==> config.mk <==
export PLATFORM = sky130hd
export DESIGN_NAME = lmdd_dpath
export DESIGN_NICKNAME = d
export VERILOG_FILES = /design/src/rtl/lmdd_pkg.sv /design/src/rtl/lmdd_dpath.sv
export SDC_FILE = /design/constraint.sdc
export NUM_CORES = 2
export LEC_CHECK = 0
export ABC_CLOCK_PERIOD_IN_PS = 10200
export BUFFER_PORTS_ARGS = -buffer_cell sky130_fd_sc_hd__buf_2
export CAP_MARGIN = 20
export CORE_AREA = 2 2 557 503
export DETAILED_ROUTE_END_ITERATION = 10
export DIE_AREA = 0 0 559 505
export PLACE_DENSITY_LB_ADDON = 0.05
export SYNTH_ARGS = -nofsm -noshare
export SYNTH_HDL_FRONTEND = slang
export SYNTH_SLANG_ARGS = --single-unit
==> constraint.sdc <==
create_clock -name clk_i -period 10.2 [get_ports clk_i]
set_input_delay 2.04 -clock clk_i [delete_from_list [all_inputs] [get_ports clk_i]]
set_output_delay 2.04 -clock clk_i [all_outputs]
set_load 0.005 [all_outputs]
==> src/rtl/lmdd_pkg.sv <==
// Package for the lock manager deadlock detector: item structs, command codes,
// result codes and the command/status structs between controller and datapath.
// No dependencies.
package lmdd_pkg;

  localparam int NUM_PROC  = 16;
  localparam int NUM_RES   = 16;
  localparam int ID_W      = 4;
  localparam int NODES     = NUM_PROC + NUM_RES;
  localparam int NODE_W    = 5;
  localparam int LEN_W     = 9;   // holds a length up to 511
  localparam int IDX_W     = 8;   // index below 256
  localparam int CNT_W     = 6;

  typedef enum logic [1:0] {
    MODE_REQUEST = 2'd0,
    MODE_FREE    = 2'd1,
    MODE_CHECK   = 2'd2
  } mode_e;

  typedef enum logic [2:0] {
    ST_AVAIL = 3'd0,
    ST_WAIT  = 3'd1,
    ST_TERM  = 3'd2,
    ST_KILL  = 3'd3,
    ST_NONE  = 3'd4,
    ST_FULL  = 3'd5
  } status_e;

  typedef enum logic [1:0] {
    TBL_RQ   = 2'd0,
    TBL_HELD = 2'd1,
    TBL_WANT = 2'd2
  } tbl_e;

  typedef enum logic [1:0] {
    LOP_NONE = 2'd0,
    LOP_INC  = 2'd1,
    LOP_DEC  = 2'd2
  } lop_e;

  localparam logic [1:0] COL_WHITE = 2'd0;
  localparam logic [1:0] COL_GREY  = 2'd1;
  localparam logic [1:0] COL_BLACK = 2'd2;

  typedef struct packed {
    logic [1:0]      mode;
    logic [ID_W-1:0] process_id;
    logic [ID_W-1:0] resource_id;
  } in_item_t;

  typedef struct packed {
    logic [2:0] status;
    logic [5:0] first_count;
    logic [4:0] second_count;
  } out_item_t;

  typedef struct packed {
    tbl_e              a_sel;
    logic [ID_W-1:0]   a_row;
    lop_e              len_op;
    tbl_e              b_sel;
    logic [ID_W-1:0]   b_row;
    logic              rd_en;
    tbl_e              rd_sel;
    logic [ID_W-1:0]   rd_row;
    logic [IDX_W-1:0]  rd_idx;
    logic              wr_en;
    tbl_e              wr_sel;
    logic [ID_W-1:0]   wr_row;
    logic [IDX_W-1:0]  wr_idx;
    logic [ID_W-1:0]   wr_data;
    logic              known_set;
    logic [ID_W-1:0]   known_row;
    logic              dfs_init;
    logic [ID_W-1:0]   dfs_root;
    logic              dfs_pop;
    logic              dfs_edge_inc;
    logic              dfs_push;
    logic [NODE_W-1:0] t_node;
  } dp_cmd_t;

  typedef struct packed {
    logic [LEN_W-1:0]    a_len;
    logic [LEN_W-1:0]    b_len;
    logic [ID_W-1:0]     rdata;
    logic [NUM_PROC-1:0] known;
    logic                sp_zero;
    logic                sp_full;
    logic [NODE_W-1:0]   top_node;
    logic [LEN_W-1:0]    top_edge;
    logic [1:0]          t_color;
  } dp_stat_t;

endpackage

==> src/rtl/lmdd_dpath.sv <==
// Datapath: resource queues, held and wanted lists (memories), their lengths,
// the known-process flags and the search colors and stack.
// Depends on lmdd_pkg.
module lmdd_dpath #(
  parameter int QUEUE_DEPTH = 16,
  parameter int LIST_DEPTH  = 16
) (
  input  logic              clk_i,
  input  logic              rst_ni,
  input  lmdd_pkg::dp_cmd_t cmd_i,
  output lmdd_pkg::dp_stat_t stat_o
);
  import lmdd_pkg::*;

  localparam int QAW = $clog2(NUM_RES * QUEUE_DEPTH);
  localparam int LAW = $clog2(NUM_PROC * LIST_DEPTH);
  localparam int QLW = $clog2(QUEUE_DEPTH + 1);
  localparam int LLW = $clog2(LIST_DEPTH + 1);

  logic [ID_W-1:0] rq_mem   [NUM_RES*QUEUE_DEPTH];
  logic [ID_W-1:0] held_mem [NUM_PROC*LIST_DEPTH];
  logic [ID_W-1:0] want_mem [NUM_PROC*LIST_DEPTH];

  logic [QLW-1:0] rq_len_q   [NUM_RES];
  logic [LLW-1:0] held_len_q [NUM_PROC];
  logic [LLW-1:0] want_len_q [NUM_PROC];
  logic [NUM_PROC-1:0] known_q;

  logic [1:0]        color_q    [NODES];
  logic [NODE_W-1:0] stk_node_q [NODES];
  logic [LEN_W-1:0]  stk_edge_q [NODES];
  logic [NODE_W:0]   sp_q;
  logic [NODE_W-1:0] top_idx;

  logic [ID_W-1:0] rq_rd_q, held_rd_q, want_rd_q;
  tbl_e            rd_sel_q;

  logic [ID_W-1:0]  rdata;
  logic [LEN_W-1:0] a_len, b_len;

  logic [QAW-1:0] q_wa, q_ra;
  logic [LAW-1:0] l_wa, l_ra;

  assign q_wa = QAW'(cmd_i.wr_row) * QAW'(QUEUE_DEPTH) + QAW'(cmd_i.wr_idx);
  assign q_ra = QAW'(cmd_i.rd_row) * QAW'(QUEUE_DEPTH) + QAW'(cmd_i.rd_idx);
  assign l_wa = LAW'(cmd_i.wr_row) * LAW'(LIST_DEPTH) + LAW'(cmd_i.wr_idx);
  assign l_ra = LAW'(cmd_i.rd_row) * LAW'(LIST_DEPTH) + LAW'(cmd_i.rd_idx);

  always_ff @(posedge clk_i) begin
    if (cmd_i.wr_en && cmd_i.wr_sel == TBL_RQ) rq_mem[q_wa] <= cmd_i.wr_data;
    if (cmd_i.rd_en && cmd_i.rd_sel == TBL_RQ) rq_rd_q <= rq_mem[q_ra];
  end

  always_ff @(posedge clk_i) begin
    if (cmd_i.wr_en && cmd_i.wr_sel == TBL_HELD) held_mem[l_wa] <= cmd_i.wr_data;
    if (cmd_i.rd_en && cmd_i.rd_sel == TBL_HELD) held_rd_q <= held_mem[l_ra];
  end

  always_ff @(posedge clk_i) begin
    if (cmd_i.wr_en && cmd_i.wr_sel == TBL_WANT) want_mem[l_wa] <= cmd_i.wr_data;
    if (cmd_i.rd_en && cmd_i.rd_sel == TBL_WANT) want_rd_q <= want_mem[l_ra];
  end

  always_ff @(posedge clk_i or negedge rst_ni) begin
    if (!rst_ni) begin
      rd_sel_q <= TBL_RQ;
    end else if (cmd_i.rd_en) begin
      rd_sel_q <= cmd_i.rd_sel;
    end
  end

  always_comb begin
    case (rd_sel_q)
      TBL_RQ:   rdata = rq_rd_q;
      TBL_HELD: rdata = held_rd_q;
      TBL_WANT: rdata = want_rd_q;
      default:  rdata = '0;
    endcase
  end

  // Length lookups
  always_comb begin
    case (cmd_i.a_sel)
      TBL_RQ:   a_len = LEN_W'(rq_len_q[cmd_i.a_row]);
      TBL_HELD: a_len = LEN_W'(held_len_q[cmd_i.a_row]);
      TBL_WANT: a_len = LEN_W'(want_len_q[cmd_i.a_row]);
      default:  a_len = '0;
    endcase
    case (cmd_i.b_sel)
      TBL_RQ:   b_len = LEN_W'(rq_len_q[cmd_i.b_row]);
      TBL_HELD: b_len = LEN_W'(held_len_q[cmd_i.b_row]);
      TBL_WANT: b_len = LEN_W'(want_len_q[cmd_i.b_row]);
      default:  b_len = '0;
    endcase
  end

  always_ff @(posedge clk_i or negedge rst_ni) begin
    if (!rst_ni) begin
      for (int i = 0; i < NUM_RES; i++) rq_len_q[i] <= '0;
      for (int i = 0; i < NUM_PROC; i++) begin
        held_len_q[i] <= '0;
        want_len_q[i] <= '0;
      end
      known_q <= '0;
    end else begin
      if (cmd_i.known_set) known_q[cmd_i.known_row] <= 1'b1;
      case (cmd_i.len_op)
        LOP_INC: begin
          case (cmd_i.a_sel)
            TBL_RQ:   rq_len_q[cmd_i.a_row] <= rq_len_q[cmd_i.a_row] + QLW'(1);
            TBL_HELD: held_len_q[cmd_i.a_row] <= held_len_q[cmd_i.a_row] + LLW'(1);
            TBL_WANT: want_len_q[cmd_i.a_row] <= want_len_q[cmd_i.a_row] + LLW'(1);
            default: ;
          endcase
        end
        LOP_DEC: begin
          case (cmd_i.a_sel)
            TBL_RQ:   rq_len_q[cmd_i.a_row] <= rq_len_q[cmd_i.a_row] - QLW'(1);
            TBL_HELD: held_len_q[cmd_i.a_row] <= held_len_q[cmd_i.a_row] - LLW'(1);
            TBL_WANT: want_len_q[cmd_i.a_row] <= want_len_q[cmd_i.a_row] - LLW'(1);
            default: ;
          endcase
        end
        default: ;
      endcase
    end
  end

  // Cycle search: colors and explicit stack
  assign top_idx = NODE_W'(sp_q - (NODE_W+1)'(1));

  always_ff @(posedge clk_i or negedge rst_ni) begin
    if (!rst_ni) begin
      sp_q <= '0;
      for (int i = 0; i < NODES; i++) color_q[i] <= COL_WHITE;
    end else if (cmd_i.dfs_init) begin
      for (int i = 0; i < NODES; i++) color_q[i] <= COL_WHITE;
      color_q[{1'b0, cmd_i.dfs_root}] <= COL_GREY;
      sp_q <= (NODE_W+1)'(1);
    end else if (cmd_i.dfs_pop) begin
      color_q[stk_node_q[top_idx]] <= COL_BLACK;
      sp_q <= sp_q - (NODE_W+1)'(1);
    end else if (cmd_i.dfs_push) begin
      color_q[cmd_i.t_node] <= COL_GREY;
      sp_q <= sp_q + (NODE_W+1)'(1);
    end
  end

  always_ff @(posedge clk_i) begin
    if (cmd_i.dfs_init) begin
      stk_node_q[0] <= {1'b0, cmd_i.dfs_root};
      stk_edge_q[0] <= '0;
    end else if (cmd_i.dfs_push) begin
      stk_node_q[sp_q[NODE_W-1:0]] <= cmd_i.t_node;
      stk_edge_q[sp_q[NODE_W-1:0]] <= '0;
    end else if (cmd_i.dfs_edge_inc) begin
      stk_edge_q[top_idx] <= stk_edge_q[top_idx] + LEN_W'(1);
    end
  end

  assign stat_o = '{
    a_len:    a_len,
    b_len:    b_len,
    rdata:    rdata,
    known:    known_q,
    sp_zero:  (sp_q == '0),
    sp_full:  (sp_q == (NODE_W+1)'(NODES)),
    top_node: stk_node_q[top_idx],
    top_edge: stk_edge_q[top_idx],
    t_color:  color_q[cmd_i.t_node]
  };

endmodule

## Word-level counts from Yosys, hierarchy flattened

Memories as Yosys holds them, arrays and structs flattened. A register that Yosys moved wholly into a read port is not among the register bits.
Index checks and enable logic that the tools add are counted.

| word-level totals | value |
|---|---|
| register bits after elaboration | 328 |
| latch bits | 0 |
| RAM bits | 3520 |
| bits in read-only memories | 0 |
| output and inout bits | 56 |
| memories kept | 5 |

Memories:

| name | words | bits a word | read ports | clocked after Yosys merged registers in | wr ports | RTL line | source |
|---|---|---|---|---|---|---|---|
| held_mem | 256 | 4 | 1 | 1 | 1 | lmdd_dpath.sv:21 | `logic [ID_W-1:0] held_mem [NUM_PROC*LIST_DEPTH];` |
| rq_mem | 256 | 4 | 1 | 1 | 1 | lmdd_dpath.sv:20 | `logic [ID_W-1:0] rq_mem [NUM_RES*QUEUE_DEPTH];` |
| want_mem | 256 | 4 | 1 | 1 | 1 | lmdd_dpath.sv:22 | `logic [ID_W-1:0] want_mem [NUM_PROC*LIST_DEPTH];` |
| stk_edge_q | 32 | 9 | 1 | 0 | 1 | lmdd_dpath.sv:31 | `logic [LEN_W-1:0] stk_edge_q [NODES];` |
| stk_node_q | 32 | 5 | 1 | 0 | 1 | lmdd_dpath.sv:30 | `logic [NODE_W-1:0] stk_node_q [NODES];` |

| operators by class | value |
|---|---|
| $add $sub $neg | 11 |
| $mul | 0 |
| div/mod/pow operators | 0 |
| order comparisons | 11 |
| eq/ne operators | 19 |
| shift operators | 0 |
| multiplexer cells | 79 |
| bitwise logic cells | 12 |
| reductions and logical operators | 25 |

Operator list:

| operator | count |
|---|---|
| 80-bit bitwise mux | 6 |
| 80-bit 2-to-1 mux | 6 |
| 80-bit one-hot mux with 2 select lines | 3 |
| 64-bit 2-to-1 mux | 3 |
| 5-bit binary-select mux with 4-bit select | 6 |
| 5-bit 2-to-1 mux | 17 |
| 32-bit AND | 2 |
| 32-bit inverter | 2 |
| 32-bit bitwise OR | 2 |
| 2-bit demux with 5-bit select | 3 |
| 5-bit one-hot mux with 3 select lines | 2 |
| 5-bit demux with 4-bit select | 1 |
| 1-bit 2-to-1 mux | 19 |
| 6-bit >= comparator, second input constant | 3 |
| 6-bit by 1-bit less-than comparator with 1-bit output, second input constant | 3 |
| 6-bit 2-to-1 mux | 3 |
| 9-bit 2-to-1 mux | 2 |
| 9-bit OR reduction | 2 |
| 8-bit adder | 2 |
| 16-bit bitwise OR | 1 |
| 5-bit by 1-bit adder with 5-bit output, second input constant | 3 |
| 5-bit by 1-bit subtractor with 5-bit output, second input constant | 3 |
| 2-bit by 1-bit == test with 1-bit output, second input constant | 6 |
| 2-bit == test, second input constant | 6 |
| 24 further kinds | 51 |

## Depth between registers and ports, before layout

An unclocked memory read counts as a cell.

| depth | value |
|---|---|
| depth after elaboration | 11 |
| gate-level depth with buffers | 22 |

## Worst setup path after synthesis

OpenSTA, ideal clock, no wires.

| timing | value |
|---|---|
| kind | input-to-output |
| from | in cmd_i[60] in the netlist's numbering |
| to | out stat_o[51] in the netlist's numbering |
| data arrival time | 4.115 ns |
| required time | 8.160 ns |
| path slack | 4.045 ns |
| stages on the path | 8 |
| cell sequence | buf_2 buf_6 buf_2 buf_2 mux4_2 mux4_2 mux2i_1 o21ai_0 |

RTL lines:

| element | RTL line | source |
|---|---|---|
| start, declared | lmdd_dpath.sv:10 | `input lmdd_pkg::dp_cmd_t cmd_i,` |
| end, declared | lmdd_dpath.sv:11 | `output lmdd_pkg::dp_stat_t stat_o` |

==> results.ini <==
[logic_synthesis]
post-synth-top-area-cell=edfxtp_1
async_flop_share=0.08497
synth_cells=7911
ys.flop_type=edfxtp_1
synth_edf_count=3532
ys_ff_latch=3860
ys_types=85
synth_area_um2=156900
synth.top_cell.area_share=0.6759
yosys_warnings=0
yosysSeqAreaShare=0.7282
syn_avg_cell_area_um2=19.84
synth_area_leaders=edfxtp_1 (68%), mux4_2 (18%), dfrtp_1 (5.2%)

[timing]
fin_crit_ns=7.541
finalHoldViolations=0
setup_viol=0
tightest_slew_ns=1.319
grt_setup_unrepaired=false
drv_slew=0
slew-limit-headroom=0.1208
fin_skew_ns=0.03315
setup_tns_ns=0
fmax_mhz=132.6
hold_ws_ns=0.4624
post-route-period-util=0.7393
layout_setup_ws_ns=2.659

[route]
drt_wl_total_um=372900
firstDrtPassIters=6
via_per_inst=6.482
final_antenna_net_count=0
post_drt_wl_per_cell_um=30.80
dr.first_iter.drc_count=9705
num_vias=78460
remaining_drc_errors=0

[cts]
cts_tree=built
cts_resized=0
htree_levels=5
hold_buffers=0
cts_root_buf=clkbuf_16
cts_inserted_buffers=385
cts.path.max_buffers=4
insertion_delay_ns=0.90
path_clk_slew_ns=0.06
post_cts_buffers=0
cts_sinks=3860

[finish]
synthToLayoutAreaGrowth_pct=11.33
nets=8186
drive_gt1_frac=0.2739
stdcell_area_um2=174700

[setup_path]
worstPathMaxFanout=69
critPathKind=reg -> out
critPathLaunchType=flip-flop
end_kind=primary output
arrival_ns=5.50
worstPathRequired_ns=8.16

[floorplan]
core_um2=275900
fp.dieW_um=559
initial_core_util=0.5687
dieHeight_um=505
dieArea_um2=282300
io_pins=124
rows=183

[placement]
placed_area_um2=161800
pre_cts_ws_ns=3.084
port_buffers=115
place_hpwl_um=222400
place_congestion=0.8299

[power]
leakagePower_nw=56.12
peakVddDrop_v=0.0001581
powerDensity_nw_per_um2=207.1
total_power_w=0.03618

[global_route]
grt_pass1_vias=80270
grtUsageTotal=0.2654
grt_max_degree=200
grt_pass1_wl_um=551500
antenna_found_initial=24
grt_remaining_overflow=0

[min_path]
min_path_type=reg -> reg

[status]
outcome=finished clean

[job]
maxCapViolCount=0

[cells by family after synthesis]
kind of cell / synth area share
simple gates: 0.04157
buf+inv: 0.01505
mux: 0.1964
flops: 0.7282
other cells: 0.00002390
fa+ha+maj: 0.001611
compound gates: 0.01484
xor+xnor: 0.002249
[state kept, by name (all words and copies together) (netlist names), named ones only]
register / count
rq_mem: 1024
want_len_q: 64
sp_q: 6
stk_node_q: 160
held_mem: 1024
rq_rd_q: 4
known_q: 16
held_len_q: 64
held_rd_q: 4
want_mem: 1024
rd_sel_q: 2
rq_len_q: 64
color_q: 64
stk_edge_q: 288
want_rd_q: 4
[cell usage in the layout, fill, tap and decap left out, types with 10 or more instances in the layout]
| cell type | netlist | layout |
|---|---|---|
| bufinv_16 | 0 | 44 |
| dfrtp_1 | 328 | 327 |
| buf_4 | 17 | 177 |
| mux4_2 | 1220 | 1220 |
| nand4_1 | 20 | 20 |
| edfxtp_1 | 3532 | 3532 |
| buf_8 | 1 | 13 |
| nand3_1 | 44 | 40 |
| buf_12 | 1 | 15 |
| mux2_1 | 25 | 25 |
| clkinv_2 | 0 | 63 |
| clkinv_1 | 1 | 74 |
| o221ai_1 | 12 | 12 |
| buf_2 | 41 | 104 |
| inv_1 | 30 | 30 |
| nor2b_1 | 14 | 14 |
| clkinvlp_4 | 0 | 20 |
| a21oi_1 | 142 | 140 |
| clkbuf_16 | 0 | 395 |
| mux2i_1 | 153 | 153 |
| o21ai_0 | 43 | 43 |
| nand3b_1 | 16 | 16 |
| nand2_2 | 0 | 14 |
| o22a_1 | 30 | 30 |
| nor2_1 | 1069 | 1061 |
| or3_1 | 10 | 10 |
| nand2b_1 | 16 | 16 |
| and4_1 | 12 | 12 |
| ha_1 | 17 | 15 |
| nand2_1 | 199 | 185 |
| o21bai_1 | 12 | 12 |
| clkbuf_1 | 310 | 63 |
| nor3b_1 | 23 | 21 |
| xnor2_1 | 25 | 22 |
| a22oi_1 | 54 | 54 |
| mux2_2 | 127 | 127 |
| nor3_1 | 77 | 72 |
[critical path, cell delays in order (launching register included)]
cell and delay, ns:
dfrtp_4 0.88, inv_1 0.20, ha_4 0.56, buf_4 0.79, mux4_2 0.41, and2b_1 0.16
a2111oi_0 0.99, nor4_1 0.28, buf_2 0.23
[where the power goes]
group / total (W) / internal (W) / switching, W
Clock: 0.0141 / 0.00825 / 0.00590
Combinational: 0.00388 / 0.00168 / 0.00220
Sequential: 0.0182 / 0.0178 / 0.000368
[Yosys cell counts, drive strengths merged (16+ instances only)]
library cell and n:
a22oi 54, nor3 78, nand2 199, o21ai 44, nand3b 17, mux2i 153
mux2 152, mux4 1224, nor2 1070, o22a 30, a21oi 142, xnor2 26
nand2b 16, dfrtp 328, nand3 46, nand4 20, ha 17, nor3b 25
inv 30, clkbuf 311, buf 219, edfxtp 3532
[area by class of cell]
| type | instances | area, µm² |
|---|---|---|
| Antenna cell | 3 | 7.507 |
| Clock buffer | 466 | 10230 |
| Clock inverter | 224 | 2327 |
| Fill cell | 18680 | 101200 |
| Inverter | 31 | 116.4 |
| Multi-Input combinational cell | 3497 | 40500 |
| Sequential cell | 3860 | 114300 |
| Tap cell | 3700 | 4629 |
| Timing Repair Buffer | 324 | 2610 |
[final timing paths]
check | start | endpoint | slack (ns) | depth (start not counted)
setup / recovery | sp_q[0]$_DFFE_PN0P_ | stat_o[2] | 2.66 | 8
hold / removal | known_q[0]$_DFFE_PN0P_ | known_q[0]$_DFFE_PN0P_ | 0.46 | 1
setup reg to reg | sp_q[0]$_DFFE_PN0P_ | stk_edge_q[21][8]$_DFFE_PP_ | 3.95 | 13
min in group asynchronous | rst_ni | known_q[4]$_DFFE_PN0P_ | 1.17 | 1
max in group asynchronous | rst_ni | want_len_q[37]$_DFFE_PN0P_ | 6.82 | 3
hold reg to reg | known_q[0]$_DFFE_PN0P_ | known_q[0]$_DFFE_PN0P_ | 0.46 | 1
[metrics by stage]
step	utilization	cells
2_1_floorplan	-	7918
3_3_place_gp	0.5862	11390
3_5_place_dp	0.5866	11390
4_1_cts	0.6321	12080
5_1_grt	0.6331	12100
6_report	0.6332	12110
[per-layer routing]
| metal | vias to the layer above | share of wire | track usage |
|---|---|---|---|
| li1 | 32560 | - | - |
| met3 | 623 | 0.075 | 0.03543 |
| met4 | 0 | 0.027 | 0.06899 |
| met1 | 41840 | 0.42 | 0.4006 |
| met5 | - | 0 | 0 |
| met2 | 3442 | 0.48 | 0.4161 |
Note: power is estimated with default switching activity, not from simulation.
