`config.mk`:
```
export PLATFORM = sky130hd
export DESIGN_NAME = lmdd_ctrl
export DESIGN_NICKNAME = d
export VERILOG_FILES = /design/src/rtl/lmdd_pkg.sv /design/src/rtl/lmdd_ctrl.sv
export SDC_FILE = /design/constraint.sdc
export NUM_CORES = 1
export LEC_CHECK = 0
export BUFFER_PORTS_ARGS = -buffer_cell sky130_fd_sc_hd__buf_2
export CORE_UTILIZATION = 45
export DETAILED_ROUTE_END_ITERATION = 10
export GPL_TIMING_DRIVEN = 0
export PLACE_DENSITY = 0.69
export SYNTH_ARGS = -nofsm -noshare
export SYNTH_HDL_FRONTEND = slang
export SYNTH_SLANG_ARGS = --single-unit
```
`constraint.sdc`:
```
create_clock -name clk_i -period 4.3 [get_ports clk_i]
set_input_delay 0.215 -clock clk_i [delete_from_list [all_inputs] [get_ports clk_i]]
set_output_delay 0.215 -clock clk_i [all_outputs]
set_load 0.02 [all_outputs]
```
`src/rtl/lmdd_pkg.sv`:
```
// Package for the lock manager deadlock detector: item structs, command codes,
// result codes and the command/status structs between controller and datapath.
// No dependencies.
package lmdd_pkg;

  localparam int NUM_PROC  = 16;
  localparam int NUM_RES   = 16;
  localparam int ID_W      = 4;
  localparam int NODES     = NUM_PROC + NUM_RES;
  localparam int NODE_W    = 5;
  localparam int LEN_W     = 9;   // holds a length up to 511
  localparam int IDX_W     = 8;   // index below 256
  localparam int CNT_W     = 6;

  typedef enum logic [1:0] {
    MODE_REQUEST = 2'd0,
    MODE_FREE    = 2'd1,
    MODE_CHECK   = 2'd2
  } mode_e;

  typedef enum logic [2:0] {
    ST_AVAIL = 3'd0,
    ST_WAIT  = 3'd1,
    ST_TERM  = 3'd2,
    ST_KILL  = 3'd3,
    ST_NONE  = 3'd4,
    ST_FULL  = 3'd5
  } status_e;

  typedef enum logic [1:0] {
    TBL_RQ   = 2'd0,
    TBL_HELD = 2'd1,
    TBL_WANT = 2'd2
  } tbl_e;

  typedef enum logic [1:0] {
    LOP_NONE = 2'd0,
    LOP_INC  = 2'd1,
    LOP_DEC  = 2'd2
  } lop_e;

  localparam logic [1:0] COL_WHITE = 2'd0;
  localparam logic [1:0] COL_GREY  = 2'd1;
  localparam logic [1:0] COL_BLACK = 2'd2;

  typedef struct packed {
    logic [1:0]      mode;
    logic [ID_W-1:0] process_id;
    logic [ID_W-1:0] resource_id;
  } in_item_t;

  typedef struct packed {
    logic [2:0] status;
    logic [5:0] first_count;
    logic [4:0] second_count;
  } out_item_t;

  typedef struct packed {
    tbl_e              a_sel;
    logic [ID_W-1:0]   a_row;
    lop_e              len_op;
    tbl_e              b_sel;
    logic [ID_W-1:0]   b_row;
    logic              rd_en;
    tbl_e              rd_sel;
    logic [ID_W-1:0]   rd_row;
    logic [IDX_W-1:0]  rd_idx;
    logic              wr_en;
    tbl_e              wr_sel;
    logic [ID_W-1:0]   wr_row;
    logic [IDX_W-1:0]  wr_idx;
    logic [ID_W-1:0]   wr_data;
    logic              known_set;
    logic [ID_W-1:0]   known_row;
    logic              dfs_init;
    logic [ID_W-1:0]   dfs_root;
    logic              dfs_pop;
    logic              dfs_edge_inc;
    logic              dfs_push;
    logic [NODE_W-1:0] t_node;
  } dp_cmd_t;

  typedef struct packed {
    logic [LEN_W-1:0]    a_len;
    logic [LEN_W-1:0]    b_len;
    logic [ID_W-1:0]     rdata;
    logic [NUM_PROC-1:0] known;
    logic                sp_zero;
    logic                sp_full;
    logic [NODE_W-1:0]   top_node;
    logic [LEN_W-1:0]    top_edge;
    logic [1:0]          t_color;
  } dp_stat_t;

endpackage

```
`src/rtl/lmdd_ctrl.sv`:
```
// Controller: command sequencer for request, release and cycle search,
// plus the input handshake and the output register.
// Depends on lmdd_pkg.
module lmdd_ctrl #(
  parameter int QUEUE_DEPTH = 16,
  parameter int LIST_DEPTH  = 16
) (
  input  logic                clk_i,
  input  logic                rst_ni,
  input  logic                in_valid_i,
  output logic                in_stall_o,
  input  lmdd_pkg::in_item_t  in_data_i,
  output logic                out_valid_o,
  input  logic                out_stall_i,
  output lmdd_pkg::out_item_t out_data_o,
  output lmdd_pkg::dp_cmd_t   cmd_o,
  input  lmdd_pkg::dp_stat_t  stat_i
);
  import lmdd_pkg::*;

  typedef enum logic [20:0] {
    S_IDLE = 21'h000001,
    S_RQ0  = 21'h000002,
    S_RQ1  = 21'h000004,
    S_RQ2  = 21'h000008,
    S_RQ3  = 21'h000010,
    S_CK0  = 21'h000020,
    S_D1   = 21'h000040,
    S_D2   = 21'h000080,
    S_H0   = 21'h000100,
    S_H1   = 21'h000200,
    S_H2   = 21'h000400,
    S_H3   = 21'h000800,
    S_H5   = 21'h001000,
    S_W0   = 21'h002000,
    S_W1   = 21'h004000,
    S_W2   = 21'h008000,
    S_SH   = 21'h010000,
    S_SHW  = 21'h020000,
    S_FD   = 21'h040000,
    S_FDC  = 21'h080000,
    S_OUT  = 21'h100000
  } state_e;

  state_e st_q, st_d, ret_q, ret_d;
  logic [ID_W-1:0]  pid_q, pid_d, rid_q, rid_d, r_q, r_d, fv_q, fv_d;
  logic [ID_W-1:0]  sub_row_q, sub_row_d;
  tbl_e             sub_sel_q, sub_sel_d;
  logic [LEN_W-1:0] pos_q, pos_d;
  logic [CNT_W-1:0] h_q, h_d, w_q, w_d;
  logic             kill_q, kill_d, tproc_q, tproc_d;
  out_item_t        res_q, res_d, out_q, out_d;
  logic             out_valid_q, out_valid_d;
  logic [LEN_W:0]   list_sum;
  logic [NODE_W-1:0] t_node;

  assign in_stall_o  = (st_q != S_IDLE);
  assign out_valid_o = out_valid_q;
  assign out_data_o  = out_q;
  assign list_sum    = {1'b0, stat_i.a_len} + {1'b0, stat_i.b_len};
  assign t_node      = tproc_q ? {1'b0, stat_i.rdata} : {1'b1, stat_i.rdata};

  always_comb begin
    st_d        = st_q;
    ret_d       = ret_q;
    pid_d       = pid_q;
    rid_d       = rid_q;
    r_d         = r_q;
    fv_d        = fv_q;
    sub_row_d   = sub_row_q;
    sub_sel_d   = sub_sel_q;
    pos_d       = pos_q;
    h_d         = h_q;
    w_d         = w_q;
    kill_d      = kill_q;
    tproc_d     = tproc_q;
    res_d       = res_q;
    out_d       = out_q;
    out_valid_d = out_valid_q && out_stall_i;
    cmd_o       = '0;
    cmd_o.t_node = t_node;

    case (st_q)
      S_IDLE: begin
        if (in_valid_i) begin
          pid_d = in_data_i.process_id;
          rid_d = in_data_i.resource_id;
          h_d   = '0;
          w_d   = '0;
          case (in_data_i.mode)
            MODE_REQUEST: st_d = S_RQ0;
            MODE_FREE: begin
              kill_d = 1'b0;
              if (stat_i.known[in_data_i.process_id]) st_d = S_H0;
            end
            MODE_CHECK: begin
              kill_d = 1'b1;
              if (stat_i.known[in_data_i.process_id]) begin
                st_d = S_CK0;
              end else begin
                res_d = '{status: ST_NONE, first_count: '0, second_count: '0};
                st_d  = S_OUT;
              end
            end
            default: ;
          endcase
        end
      end

      S_RQ0: begin
        cmd_o.a_sel = TBL_HELD;
        cmd_o.a_row = pid_q;
        cmd_o.b_sel = TBL_WANT;
        cmd_o.b_row = pid_q;
        if (list_sum >= (LEN_W+1)'(LIST_DEPTH)) begin
          res_d = '{status: ST_FULL, first_count: '0, second_count: '0};
          st_d  = S_OUT;
        end else begin
          st_d = S_RQ1;
        end
      end

      S_RQ1: begin
        cmd_o.a_sel   = TBL_RQ;
        cmd_o.a_row   = rid_q;
        cmd_o.wr_sel  = TBL_RQ;
        cmd_o.wr_row  = rid_q;
        cmd_o.wr_idx  = stat_i.a_len[IDX_W-1:0];
        cmd_o.wr_data = pid_q;
        cmd_o.known_row = pid_q;
        if (stat_i.a_len == '0) begin
          cmd_o.wr_en     = 1'b1;
          cmd_o.len_op    = LOP_INC;
          cmd_o.known_set = 1'b1;
          res_d = '{status: ST_AVAIL, first_count: '0, second_count: '0};
          st_d  = S_RQ2;
        end else if (stat_i.a_len >= LEN_W'(QUEUE_DEPTH)) begin
          res_d = '{status: ST_FULL, first_count: '0, second_count: '0};
          st_d  = S_OUT;
        end else begin
          cmd_o.wr_en     = 1'b1;
          cmd_o.len_op    = LOP_INC;
          cmd_o.known_set = 1'b1;
          res_d = '{status: ST_WAIT, first_count: stat_i.a_len[5:0], second_count: '0};
          st_d  = S_RQ3;
        end
      end

      S_RQ2, S_RQ3: begin
        cmd_o.a_sel   = (st_q == S_RQ2) ? TBL_HELD : TBL_WANT;
        cmd_o.a_row   = pid_q;
        cmd_o.len_op  = LOP_INC;
        cmd_o.wr_en   = 1'b1;
        cmd_o.wr_sel  = cmd_o.a_sel;
        cmd_o.wr_row  = pid_q;
        cmd_o.wr_idx  = stat_i.a_len[IDX_W-1:0];
        cmd_o.wr_data = rid_q;
        st_d = S_OUT;
      end

      S_CK0: begin
        cmd_o.dfs_init = 1'b1;
        cmd_o.dfs_root = pid_q;
        st_d = S_D1;
      end

      S_D1: begin
        cmd_o.a_row  = stat_i.top_node[ID_W-1:0];
        cmd_o.rd_row = stat_i.top_node[ID_W-1:0];
        if (stat_i.sp_zero) begin
          res_d = '{status: ST_NONE, first_count: '0, second_count: '0};
          st_d  = S_OUT;
        end else if (!stat_i.top_node[NODE_W-1]) begin
          // process node: follow its wanted resources in order
          cmd_o.a_sel = TBL_WANT;
          if (stat_i.top_edge >= stat_i.a_len) begin
            cmd_o.dfs_pop = 1'b1;
          end else begin
            cmd_o.rd_en        = 1'b1;
            cmd_o.rd_sel       = TBL_WANT;
            cmd_o.rd_idx       = stat_i.top_edge[IDX_W-1:0];
            cmd_o.dfs_edge_inc = 1'b1;
            tproc_d = 1'b0;
            st_d    = S_D2;
          end
        end else begin
          // resource node: single edge to its holder
          cmd_o.a_sel = TBL_RQ;
          if (stat_i.top_edge != '0 || stat_i.a_len == '0) begin
            cmd_o.dfs_pop = 1'b1;
          end else begin
            cmd_o.rd_en        = 1'b1;
            cmd_o.rd_sel       = TBL_RQ;
            cmd_o.rd_idx       = '0;
            cmd_o.dfs_edge_inc = 1'b1;
            tproc_d = 1'b1;
            st_d    = S_D2;
          end
        end
      end

      S_D2: begin
        if (stat_i.t_color == COL_GREY) begin
          st_d = S_H0;
        end else begin
          if (stat_i.t_color == COL_WHITE && !stat_i.sp_full) cmd_o.dfs_push = 1'b1;
          st_d = S_D1;
        end
      end

      S_H0: begin
        cmd_o.a_sel  = TBL_HELD;
        cmd_o.a_row  = pid_q;
        cmd_o.rd_sel = TBL_HELD;
        cmd_o.rd_row = pid_q;
        if (stat_i.a_len == '0) begin
          st_d = S_W0;
        end else begin
          cmd_o.rd_en = 1'b1;
          st_d = S_H1;
        end
      end

      S_H1: begin
        r_d       = stat_i.rdata;
        h_d       = h_q + CNT_W'(1);
        sub_sel_d = TBL_HELD;
        sub_row_d = pid_q;
        pos_d     = '0;
        ret_d     = S_H2;
        st_d      = S_SH;
      end

      S_H2: begin
        cmd_o.a_sel = TBL_RQ;
        cmd_o.a_row = r_q;
        if (stat_i.a_len == '0) begin
          st_d = S_H0;
        end else begin
          sub_sel_d = TBL_RQ;
          sub_row_d = r_q;
          pos_d     = '0;
          ret_d     = S_H3;
          st_d      = S_SH;
        end
      end

      S_H3: begin
        cmd_o.a_sel  = TBL_RQ;
        cmd_o.a_row  = r_q;
        cmd_o.rd_sel = TBL_RQ;
        cmd_o.rd_row = r_q;
        if (stat_i.a_len == '0) begin
          st_d = S_H0;
        end else begin
          cmd_o.rd_en = 1'b1;
          st_d = S_H5;
        end
      end

      S_H5: begin
        // hand the resource to the next waiter in the queue
        cmd_o.a_sel   = TBL_HELD;
        cmd_o.a_row   = stat_i.rdata;
        cmd_o.wr_sel  = TBL_HELD;
        cmd_o.wr_row  = stat_i.rdata;
        cmd_o.wr_idx  = stat_i.a_len[IDX_W-1:0];
        cmd_o.wr_data = r_q;
        if (stat_i.a_len < LEN_W'(LIST_DEPTH)) begin
          cmd_o.wr_en  = 1'b1;
          cmd_o.len_op = LOP_INC;
        end
        sub_sel_d = TBL_WANT;
        sub_row_d = stat_i.rdata;
        fv_d      = r_q;
        pos_d     = '0;
        ret_d     = S_H0;
        st_d      = S_FD;
      end

      S_W0: begin
        cmd_o.a_sel  = TBL_WANT;
        cmd_o.a_row  = pid_q;
        cmd_o.rd_sel = TBL_WANT;
        cmd_o.rd_row = pid_q;
        if (stat_i.a_len == '0) begin
          if (kill_q) begin
            res_d = '{status: ST_KILL, first_count: h_q, second_count: w_q[4:0]};
          end else begin
            res_d = '{status: ST_TERM, first_count: h_q + w_q, second_count: '0};
          end
          st_d = S_OUT;
        end else begin
          cmd_o.rd_en = 1'b1;
          st_d = S_W1;
        end
      end

      S_W1: begin
        r_d       = stat_i.rdata;
        w_d       = w_q + CNT_W'(1);
        sub_sel_d = TBL_WANT;
        sub_row_d = pid_q;
        pos_d     = '0;
        ret_d     = S_W2;
        st_d      = S_SH;
      end

      S_W2: begin
        sub_sel_d = TBL_RQ;
        sub_row_d = r_q;
        fv_d      = pid_q;
        pos_d     = '0;
        ret_d     = S_W0;
        st_d      = S_FD;
      end

      S_SH: begin
        // remove entry pos: move the tail down one place, then shorten
        cmd_o.a_sel  = sub_sel_q;
        cmd_o.a_row  = sub_row_q;
        cmd_o.rd_sel = sub_sel_q;
        cmd_o.rd_row = sub_row_q;
        cmd_o.rd_idx = IDX_W'(pos_q + LEN_W'(1));
        if ((pos_q + LEN_W'(1)) < stat_i.a_len) begin
          cmd_o.rd_en = 1'b1;
          st_d = S_SHW;
        end else begin
          cmd_o.len_op = LOP_DEC;
          st_d = ret_q;
        end
      end

      S_SHW: begin
        cmd_o.wr_en   = 1'b1;
        cmd_o.wr_sel  = sub_sel_q;
        cmd_o.wr_row  = sub_row_q;
        cmd_o.wr_idx  = pos_q[IDX_W-1:0];
        cmd_o.wr_data = stat_i.rdata;
        pos_d = pos_q + LEN_W'(1);
        st_d  = S_SH;
      end

      S_FD: begin
        cmd_o.a_sel  = sub_sel_q;
        cmd_o.a_row  = sub_row_q;
        cmd_o.rd_sel = sub_sel_q;
        cmd_o.rd_row = sub_row_q;
        cmd_o.rd_idx = pos_q[IDX_W-1:0];
        if (pos_q >= stat_i.a_len) begin
          st_d = ret_q;
        end else begin
          cmd_o.rd_en = 1'b1;
          st_d = S_FDC;
        end
      end

      S_FDC: begin
        if (stat_i.rdata == fv_q) begin
          st_d = S_SH;
        end else begin
          pos_d = pos_q + LEN_W'(1);
          st_d  = S_FD;
        end
      end

      S_OUT: begin
        // hold the result until the output register is free
        if (!out_valid_q || !out_stall_i) begin
          out_d       = res_q;
          out_valid_d = 1'b1;
          st_d        = S_IDLE;
        end
      end

      default: st_d = S_IDLE;
    endcase
  end

  always_ff @(posedge clk_i or negedge rst_ni) begin
    if (!rst_ni) begin
      st_q        <= S_IDLE;
      ret_q       <= S_IDLE;
      out_valid_q <= 1'b0;
    end else begin
      st_q        <= st_d;
      ret_q       <= ret_d;
      out_valid_q <= out_valid_d;
    end
  end

  always_ff @(posedge clk_i) begin
    pid_q     <= pid_d;
    rid_q     <= rid_d;
    r_q       <= r_d;
    fv_q      <= fv_d;
    sub_row_q <= sub_row_d;
    sub_sel_q <= sub_sel_d;
    pos_q     <= pos_d;
    h_q       <= h_d;
    w_q       <= w_d;
    kill_q    <= kill_d;
    tproc_q   <= tproc_d;
    res_q     <= res_d;
    out_q     <= out_d;
  end

endmodule
```
=== Word-level counts from Yosys, hierarchy flattened ===
Cells that the tools add are included.

* Multiplexer cells: 91
* Equality and inequality tests: 41
* Bitwise logic cells: 1
* Order comparisons: 7
* $add $sub $neg: 5
* Reductions and logical operators: 41

{| class="wikitable"
|+ Operators with widths
! kind !! count
|-
| $pmux 21 s17 || 1
|-
| $mux 21 || 15
|-
| $mux 14 || 9
|-
| $pmux 21 s5 || 1
|-
| $pmux 19 s4 || 1
|-
| $pmux 14 s5 || 1
|-
| $pmux 21 s3 || 1
|-
| $pmux 6 s8 || 1
|-
| $pmux 7 s6 || 1
|-
| $pmux 9 s4 || 1
|-
| $mux 9 || 3
|-
| $mux 8 || 3
|-
| $pmux 6 s2 || 2
|-
| $pmux 8 s3 || 1
|-
| $mux 1 || 22
|-
| $eq 21x1->1 const B || 1
|-
| $eq 21x10->1 const B || 1
|-
| $eq 21x11->1 const B || 1
|-
| $eq 21x12->1 const B || 1
|-
| $eq 21x13->1 const B || 1
|-
| $eq 21x14->1 const B || 1
|-
| $eq 21x15->1 const B || 1
|-
| $eq 21x16->1 const B || 1
|-
| $eq 21x17->1 const B || 1
|-
| other kinds (63) || 114
|}

* Word-level logic and storage cells: 206
* Output and inout bits: 82
* Bits of input ports: 70
* Register bits after elaboration: 116

=== Longest topological paths before layout ===
Gate-level depths: netlist of the first run.

* Depth after elaboration: 6
* Gate-level depth with buffers: 12
* Mapped depth without buffers: 12

=== Least setup slack after synthesis of the first run ===
Ideal clock, no wire load.

* Path type: register -> register
* Start: reg st_q[10]
* End: reg res_q[0] in the netlist's numbering (enable)
* Slack: 0.683 ns
* Arrival: 3.196 ns
* Stages on the path, launching flop included: 8
* Setup time: 0.421 ns
* Data required time: 3.879 ns
* Cells stage by stage: dfrtp_1 -> nor4_4 -> nand3_1 -> nor4_2 -> nand3b_1 -> inv_2 -> nor3_1 -> nor4_1

* Longest elaborated chain between the ends: 3
* Elaborated cells on any way between the ends: 13
* Those cells by class: eq/ne (11); reduce/logical (2)

{| class="wikitable"
|+ Ends and longest elaborated chain
! element !! line !! source
|-
| from (decl) || lmdd_ctrl.sv:45 || <nowiki>state_e st_q, st_d, ret_q, ret_d;</nowiki>
|-
| from (signal assigned) || lmdd_ctrl.sv:386 || <nowiki>st_q <= st_d;</nowiki>
|-
| $eq 21x14->1 (tied with other cells) || lmdd_ctrl.sv:83 || <nowiki>case (st_q)</nowiki>
|-
| $reduce_bool 5->1 (no source line) (tied with other cells) || - ||
|-
| $reduce_and 7->1 (no source line) * || - ||
|-
| to (signal assigned) || lmdd_ctrl.sv:404 || <nowiki>res_q <= res_d;</nowiki>
|-
| to (decl) || lmdd_ctrl.sv:52 || <nowiki>out_item_t res_q, res_d, out_q, out_d;</nowiki>
|}

Mark *: on every way between the ends. The rest lies on a longest branch, timed or not.
A chain may end at the register's enable or synchronous reset.

=== Final worst setup path of the first run ===
* Start: reg st_q[20]
* End: reg res_q[4] in the netlist's numbering (enable)

Same word-level chain as after synthesis.

==> results of run 1 <==
[final timing paths]
| kind | slack [ps] | end |
|---|---|---|
| max reg2reg | 350 | res_q[4] |
| min reg2reg | 420 | out_data_o[7] |
| min in group asynchronous | 450 | ret_q[15] |
| min | 40 | rid_q[2] |
| max | 350 | res_q[4] |
| max in group asynchronous | 3400 | st_q[5] |
[per-stage QoR]
stage               std cells  setup slack (ps)  instance area (um2)
floorplan                 627               683                 6560
global placement          957              -587                 7540
detailed placement        958               116                 7560
CTS                       975               107                 7840
global route              975               215                 7850
finish                    975               347                 7850
[cell usage after synthesis (all sizes together) (10+ instances only)]
master,number,area share (%)
nor3,11,0.84
a221o,16,2.4
inv,35,2.0
o21ai,22,1.7
nand2b,10,0.95
a21oi,27,2.1
buf,14,1.3
nand3,17,1.4
nand2,49,2.8
nor2b,17,1.6
a21o,10,1.1
edfxtp,73,33
ha,48,9.2
nor2,56,3.3
nor4,16,2.5
dfrtp,26,9.9
and3,12,1.1
and2,22,2.1
xor2,17,2.3
[final cells by class]
cell class,count,area [um2]
inverter,36,135
buffer,22,116
clock inverter,4,31.3
multi-input combinational,468,3430
clock buffer,12,246
fill,1241,6190
tap,180,225
sequential,101,2900
timing repair buffer,152,768
[metal layers]
metal  global-route usage (%)  wire length (um)  vias to the layer above
met2                     42.0              8750                      311
met5                        0                 0                        -
li1                         -                 -                     2673
met4                     11.7               484                        0
met3                     3.30              1390                       40
met1                     34.8              8210                     2721
[power by group through the flow]
stage               logic [mW]  clock network, mW  registers [mW]
global route              1.04              0.822            1.44
floorplan                0.638                  0            1.40
detailed placement       0.928                  0            1.43
global placement         0.876                  0            1.43
finish                   0.946              0.776            1.42
CTS                      0.939              0.788            1.41
[repair_timing]
action / CTS / global route
setup endpoints to repair: 0 / 9
gates resized for setup: 0 / 1
hold endpoints to repair: 26 / 0
hold buffers: 1 / 0
[cells by family (layout without fill, tap and decap cells)]
kind of cell	count (synthesis)	in the layout	share of synthesized area [%]
flip-flops	101	101	44.1
AO/OA/AOI/OAI	130	130	14.6
buffers and inverters	58	226	3.83
multiplexers	11	11	2.54
AND/OR/NAND/NOR	250	250	21.6
adder cells (fa/ha/maj)	50	50	9.76
other	1	1	0.0571
XOR/XNOR	26	26	3.47
[sequential cells by signal, indices dropped and copies added (netlist names)]
register,cells
st_q,21
tproc_q,1
pid_q,4
fv_q,4
res_q,14
h_q,6
out_data_o,14
r_q,4
sub_row_q,4
ret_q,6
rid_q,4
out_valid_o,1
pos_q,9
kill_q,1
w_q,6
sub_sel_q,2
==> results.sh, run 1 <==
export IMPL_status="complete, no violations"
export IMPL_drv_cap=0
export IMPL_grt_pass1_vias=5660
export IMPL_cp_common_cell="nor3_1"
export IMPL_die_y_um=123
export IMPL_tightest_slew_ps=1160
export IMPL_core_area_mm2=0.0140
export IMPL_io_pins=152
export IMPL_grt_max_degree=29
export IMPL_crit_chain="nor3_1, nand3_1, nor4_1, or3_1, nor3_1, nor4_2, buf_4"
export IMPL_cts_tree="done"
export IMPL_first_iter_violations=503
export IMPL_layout_min_cycle_time_ps=3950
export IMPL_grt_overflow_total=0
export IMPL_fin_tns_setup_ps=0
export IMPL_area_growth_syn_to_layout_pct=19.6
export IMPL_swShare_pct=34.7
export IMPL_reg2reg_depth=7
export IMPL_htreeDepth=3
export IMPL_holdWs_ps=38.2
export IMPL_finalHoldViolations=0
export IMPL_cts_buffers=9
export IMPL_dr_pass1_iters=5
export IMPL_vias=5745
export IMPL_die_w_um=123
export IMPL_postCtsSetupBuffers=0
export IMPL_diodes=0
export IMPL_gr_usage_all_layers_pct=26.0
export IMPL_p_int_mw=2.05
export IMPL_clockBufferDepth=2
export IMPL_seqPwrFrac_pct=45.2
export IMPL_clock_power_share_pct=24.7
export IMPL_crit_type="register to register"
export IMPL_drive_gt1_share_pct=26.9
export IMPL_setup_viol=0
export IMPL_antenna_left=0
export IMPL_crit_buf_inv=1
export IMPL_crit_path_top_delay_cell="nor4_2"
export IMPL_ys_seq_area_share_pct=44.1
export IMPL_rsz0062_at_grt="false"
export IMPL_clk_pin_slew_worst_paths_ps=70
export IMPL_cts_num_sinks=101
export IMPL_antenna_found_initial=0
export IMPL_start_util_pct=46.7
export IMPL_syn_nets=747
export IMPL_p_sw_mw=1.09
export IMPL_viasPerCell=5.89
export IMPL_crit_start="st_q[20]"
export IMPL_port_buffers=150
export IMPL_ys_ff_latch=101
export IMPL_skew_ps=8.62
export IMPL_clock_latency_ps=350
export IMPL_drcViolationCount=0
export IMPL_routedWlPerCell_um=19.3
export IMPL_whs_path_depth=1
export IMPL_dpl_hpwl_um=14500
export IMPL_gp_congestion=0.919
export IMPL_drv_slew=0
export IMPL_r2r_start="st_q[20]"
export IMPL_ir_drop_mv=0.207
export IMPL_finalPower_mw=3.14
export IMPL_fin_util_pct=55.9
export IMPL_yosys_warnings=0
export IMPL_final_cell_mix="158 x buf_2, 73 x edfxtp_1, 54 x nor2_1, 48 x nand2_1, 48 x ha_1"
export IMPL_dieArea_mm2=0.0151
export IMPL_syn_inst=627
export IMPL_fin_crit_sh_pct=91.9
export IMPL_synth_area_mm2=0.00656
export IMPL_final_common_cell="buf_2"
export IMPL_hp_start="in_data_i[2]"
export IMPL_fmax_mhz=253
export IMPL_crit_required_ps=4350
export IMPL_power_frac_comb_pct=30.1
export IMPL_critPathLaunchType="register"
export IMPL_slew_headroom_pct=22.7
export IMPL_synthArstFlopShare_pct=27.7
export IMPL_crit_path_end_kind="register"
export IMPL_nets=910
export IMPL_synth_area_per_cell_um2=10.5
export IMPL_powerDensity_mw_per_mm2=400
export IMPL_crit_fanout=10
export IMPL_rows=43
export IMPL_cts_root_buf="clkbuf_16"
export IMPL_critPathArrivalTime_ps=4010
export IMPL_ys_flop_type="edfxtp_1"
export IMPL_power_leakage_nw=3.78
export IMPL_slowest_delay_ps=890
export IMPL_worst_path_stages=7
export IMPL_synth_edf_count=73
export IMPL_synth_distinct_cells=73
export IMPL_grt_pass1_wl_um=29600
export IMPL_cpLargestDelayFamily="simple AND/OR/NAND/NOR gates"
export IMPL_hold_path_class="primary input to register"
export IMPL_wl_um=18800
Power figures use the tool's default switching activity.
==> run 2: changes to the inputs <==
Settings changed: CORE_ASPECT_RATIO from default to 0.7, CORE_MARGIN from default to 2.
Clock period 4.3 ns to 4.4 ns, I/O delays scaled along.
==> results.sh, run 2 (synthesis results as in run 1) <==
export IMPL_status="complete, no violations"
export IMPL_crit_chain="nor3_1, and4_1, and2_1, nor4b_2, a211oi_1, a31oi_1"
export IMPL_critPathLaunchType="register"
export IMPL_rows=36
export IMPL_seqPwrFrac_pct=44.3
export IMPL_wl_um=18600
export IMPL_grt_overflow_total=0
export IMPL_cts_buffers=9
export IMPL_cts_tree="done"
export IMPL_slowest_delay_ps=1040
export IMPL_antenna_left=0
export IMPL_critPathArrivalTime_ps=4020
export IMPL_regMostFlops="st_q"
export IMPL_cts_root_buf="clkbuf_16"
export IMPL_postCtsSetupBuffers=0
export IMPL_grt_pass1_wl_um=29300
export IMPL_power_frac_comb_pct=29.5
export IMPL_nets=910
export IMPL_final_cells=985
export IMPL_vias=5811
export IMPL_clk_pin_slew_worst_paths_ps=70
export IMPL_cts_hold_buf=1
export IMPL_finalHoldViolations=0
export IMPL_grt_max_degree=29
export IMPL_ir_drop_mv=0.234
export IMPL_finalPower_mw=3.13
export IMPL_cts_num_sinks=101
export IMPL_holdPathEnd="rid_q[2]"
export IMPL_final_common_cell="buf_2"
export IMPL_swShare_pct=34.4
export IMPL_drv_slew=0
export IMPL_gr_usage_all_layers_pct=24.3
export IMPL_fin_crit_sh_pct=92.0
export IMPL_holdWs_ps=40.7
export IMPL_viasPerCell=5.90
export IMPL_clock_power_share_pct=26.1
export IMPL_die_y_um=105
export IMPL_timing_rr_end="pos_q[7]"
export IMPL_drcViolationCount=0
export IMPL_p_int_mw=2.05
export IMPL_antenna_found_initial=0
export IMPL_htreeDepth=3
export IMPL_crit_fanout=9
export IMPL_fin_tns_setup_ps=0
export IMPL_seq_area_mm2=0.00290
export IMPL_fill_cells=1250
export IMPL_diodes=0
export IMPL_gp_congestion=0.953
export IMPL_fin_util_pct=56.0
export IMPL_drv_cap=0
export IMPL_clockBufferDepth=2
export IMPL_largest_reg_flops=21
export IMPL_slew_headroom_pct=18.1
export IMPL_dp_cells=968
export IMPL_clock_latency_ps=350
export IMPL_whs_path_depth=1
export IMPL_io_pins=152
export IMPL_final_cell_mix="158 x buf_2, 73 x edfxtp_1, 54 x nor2_1, 48 x nand2_1, 48 x ha_1"
export IMPL_tightest_slew_ps=1220
export IMPL_routedWlPerCell_um=18.9
export IMPL_start_util_pct=46.5
export IMPL_powerDensity_mw_per_mm2=396
export IMPL_r2r_start="st_q[20]"
export IMPL_hp_start="in_data_i[2]"
export IMPL_crit_start="st_q[20]"
export IMPL_setup_viol=0
export IMPL_crit_type="register to register"
export IMPL_hold_path_class="primary input to register"
export IMPL_first_iter_violations=617
export IMPL_dpl_hpwl_um=14600
export IMPL_dieArea_mm2=0.0156
export IMPL_port_buffers=150
export IMPL_cts_resized=0
export IMPL_multi_input_area_mm2=0.00343
export IMPL_dr_pass1_iters=5
export IMPL_power_leakage_nw=3.79
export IMPL_p_sw_mw=1.08
export IMPL_crit_required_ps=4370
export IMPL_r2r_setup_slack_ps=350
export IMPL_layout_min_cycle_time_ps=4050
export IMPL_core_area_mm2=0.0141
export IMPL_fmax_mhz=247
export IMPL_rsz0062_at_grt="false"
export IMPL_skew_ps=6.52
export IMPL_crit_path_end_kind="register"
export IMPL_area_growth_syn_to_layout_pct=20.2
export IMPL_reg2reg_depth=6
export IMPL_drive_gt1_share_pct=26.9
export IMPL_crit_path_top_delay_cell="a31oi_1"
export IMPL_die_w_um=148
export IMPL_grt_pass1_vias=5587
[run 2: per-stage QoR]
stage / area [um2] / worst slack, ps
after floorplan: 6560 / 783
after global placement: 7550 / -436
after detailed placement: 7570 / 559
after CTS: 7890 / 527
after global routing: 7890 / 185
final: 7890 / 351
[run 2: area by class of cell]
class	count	share of cell area, %
Buffer	22	1.47
Clock buffer	9	2.85
Clock inverter	7	1.09
Inverter	36	1.71
Multi-Input combinational cell	468	43.4
Sequential cell	101	36.7
Tap cell	190	3.01
Timing Repair Buffer	152	9.74
[run 2: how the worst max path moves through the flow]
stage	end	cells past startpoint
6_report	pos_q[7]	6
4_1_cts	pos_q[8]	6
3_5_place_dp	pos_q[6]	6
3_3_place_gp	res_q[10]	7
2_1_floorplan	res_q[0]	7
5_1_grt	pos_q[6]	6
[run 2: power groups by stage]
| stage | clock [mW] | sequential (mW) | combinational [mW] |
|---|---|---|---|
| floorplan | 0 | 1.37 | 0.623 |
| global placement | 0 | 1.40 | 0.857 |
| detailed placement | 0 | 1.41 | 0.906 |
| CTS | 0.835 | 1.39 | 0.915 |
| global route | 0.871 | 1.41 | 1.02 |
| finish | 0.817 | 1.39 | 0.923 |
[run 2: worst max-delay path: cells and delay by family, from the launching register on]
family / cells / cell delay, ps
AO/OA/AOI/OAI: 2 / 1300
flip-flops: 1 / 400
AND/OR/NAND/NOR: 4 / 1950
[run 2: per-layer routing]
layer,GRT usage [%],routed length [um],vias to the layer above
met3,5.76,1760,39
li1,-,-,2670
met4,7.01,349,0
met2,36.7,8330,276
met1,34.7,8190,2826
met5,0,0,-
==> run 3: changes to the inputs <==
Settings changed: CELL_PAD_IN_SITES_DETAIL_PLACEMENT from default to 0, CELL_PAD_IN_SITES_GLOBAL_PLACEMENT from default to 1, CORE_UTILIZATION 45 to 42, PLACE_DENSITY 0.69 to default, PLACE_DENSITY_LB_ADDON from default to 0.1.
==> results.sh, run 3 (synthesis results as in run 1) <==
export IMPL_status="complete, no violations"
export IMPL_nets=910
export IMPL_viasPerCell=5.72
export IMPL_slew_headroom_pct=12.6
export IMPL_clk_pin_slew_worst_paths_ps=70
export IMPL_drv_cap=0
export IMPL_fin_util_pct=51.0
export IMPL_postCtsSetupBuffers=0
export IMPL_ir_drop_mv=0.207
export IMPL_grt_max_degree=29
export IMPL_r2r_start="st_q[20]"
export IMPL_core_area_mm2=0.0154
export IMPL_dieArea_mm2=0.0167
export IMPL_drcViolationCount=0
export IMPL_finalHoldViolations=0
export IMPL_reg2reg_depth=6
export IMPL_layout_min_cycle_time_ps=3890
export IMPL_crit_path_top_delay_cell="a31oi_1"
export IMPL_finalPower_mw=3.09
export IMPL_skew_ps=8.66
export IMPL_grt_overflow_total=0
export IMPL_fmax_mhz=257
export IMPL_gp_congestion=0.899
export IMPL_io_pins=152
export IMPL_cts_resized=0
export IMPL_die_y_um=109
export IMPL_r2r_setup_slack_ps=510
export IMPL_final_cells=995
export IMPL_start_util_pct=42.6
export IMPL_vias=5690
export IMPL_rsz0062_at_grt="false"
export IMPL_clockBufferDepth=2
export IMPL_clock_latency_ps=350
export IMPL_area_growth_syn_to_layout_pct=19.8
export IMPL_dpl_hpwl_um=16000
export IMPL_wl_um=20100
export IMPL_gr_usage_all_layers_pct=24.1
export IMPL_routedWlPerCell_um=20.2
export IMPL_tightest_slew_ps=1310
export IMPL_timing_rr_end="pos_q[5]"
export IMPL_crit_start="st_q[20]"
export IMPL_crit_type="register to register"
export IMPL_final_common_cell="buf_2"
export IMPL_largest_reg_flops=21
export IMPL_final_cell_mix="158 x buf_2, 73 x edfxtp_1, 54 x nor2_1, 48 x nand2_1, 48 x ha_1"
export IMPL_htreeDepth=3
export IMPL_critPathArrivalTime_ps=3860
export IMPL_grt_pass1_vias=5352
export IMPL_slowest_delay_ps=850
export IMPL_dr_pass1_iters=5
export IMPL_dp_cells=978
export IMPL_crit_path_end_kind="register"
export IMPL_power_leakage_nw=3.77
export IMPL_drive_gt1_share_pct=26.7
export IMPL_crit_required_ps=4370
export IMPL_rows=38
export IMPL_diodes=0
export IMPL_powerDensity_mw_per_mm2=393
export IMPL_fin_tns_setup_ps=0
export IMPL_hold_path_class="primary input to register"
export IMPL_cts_root_buf="clkbuf_16"
export IMPL_fin_crit_sh_pct=88.4
export IMPL_dp_slack_ps=517
export IMPL_cts_buffers=9
export IMPL_regMostFlops="st_q"
export IMPL_antenna_left=0
export IMPL_drv_slew=0
export IMPL_cts_num_sinks=101
export IMPL_critPathLaunchType="register"
export IMPL_die_w_um=153
export IMPL_design_area_mm2=0.00786
export IMPL_setup_viol=0
export IMPL_placed_area_mm2=0.00758
export IMPL_crit_fanout=9
export IMPL_cts_tree="done"
export IMPL_crit_chain="nor3_1, and4_1, and2_1, nor4b_2, a211oi_1, a31oi_1"
export IMPL_setup_ws_ps=510
export IMPL_grt_pass1_wl_um=30500
export IMPL_holdWs_ps=40.3
export IMPL_antenna_found_initial=0
export IMPL_crit_end="pos_q[5]"
export IMPL_first_iter_violations=373
export IMPL_port_buffers=150
[run 3: critical path, delay by kind of cell (launching register included)]
family / cells / cell delay (ps)
flops: 1 / 400
compound gates: 2 / 1060
simple gates: 4 / 2050
[run 3: timing repair]
item,CTS,global route
hold buffers,1,0
endpoints found under the setup margin,0,0
endpoints found under the hold margin,26,0
[run 3: how the worst min path moves through the flow]
stage,start,endpoint,cells after the start
finish,in_data_i[1],rid_q[1],1
global route,in_data_i[1],rid_q[1],1
CTS,in_data_i[1],rid_q[1],1
detailed placement,rst_ni,ret_q[15],1
global placement,rst_ni,ret_q[15],1
floorplan,rst_ni,out_valid_o,0
[run 3: metal layers]
layer / GRT usage (%) / wire length, um / share of wire [%]
met3: 5.73 / 1250 / 6.2
met4: 4.26 / 170 / 0.85
met1: 35.7 / 9690 / 48
met5: 0 / 0 / 0
met2: 36.5 / 9000 / 45
[run 3: report_power, final]
part	leakage, nW	internal, mW	switching, mW
Sequential	1.03	1.26	0.138
Combinational	2.61	0.343	0.590
Clock	0.128	0.392	0.368
[run 3: cell type report]
cell class              instances  area (um2)
well taps                     200         250
inverters                      36         135
clock buffers                  11         233
fillers                      1467        7540
multi-input cells             468        3420
plain buffers                  22         116
clock inverters                 5        43.8
repair buffers                152         768
flip-flops and latches        101        2900
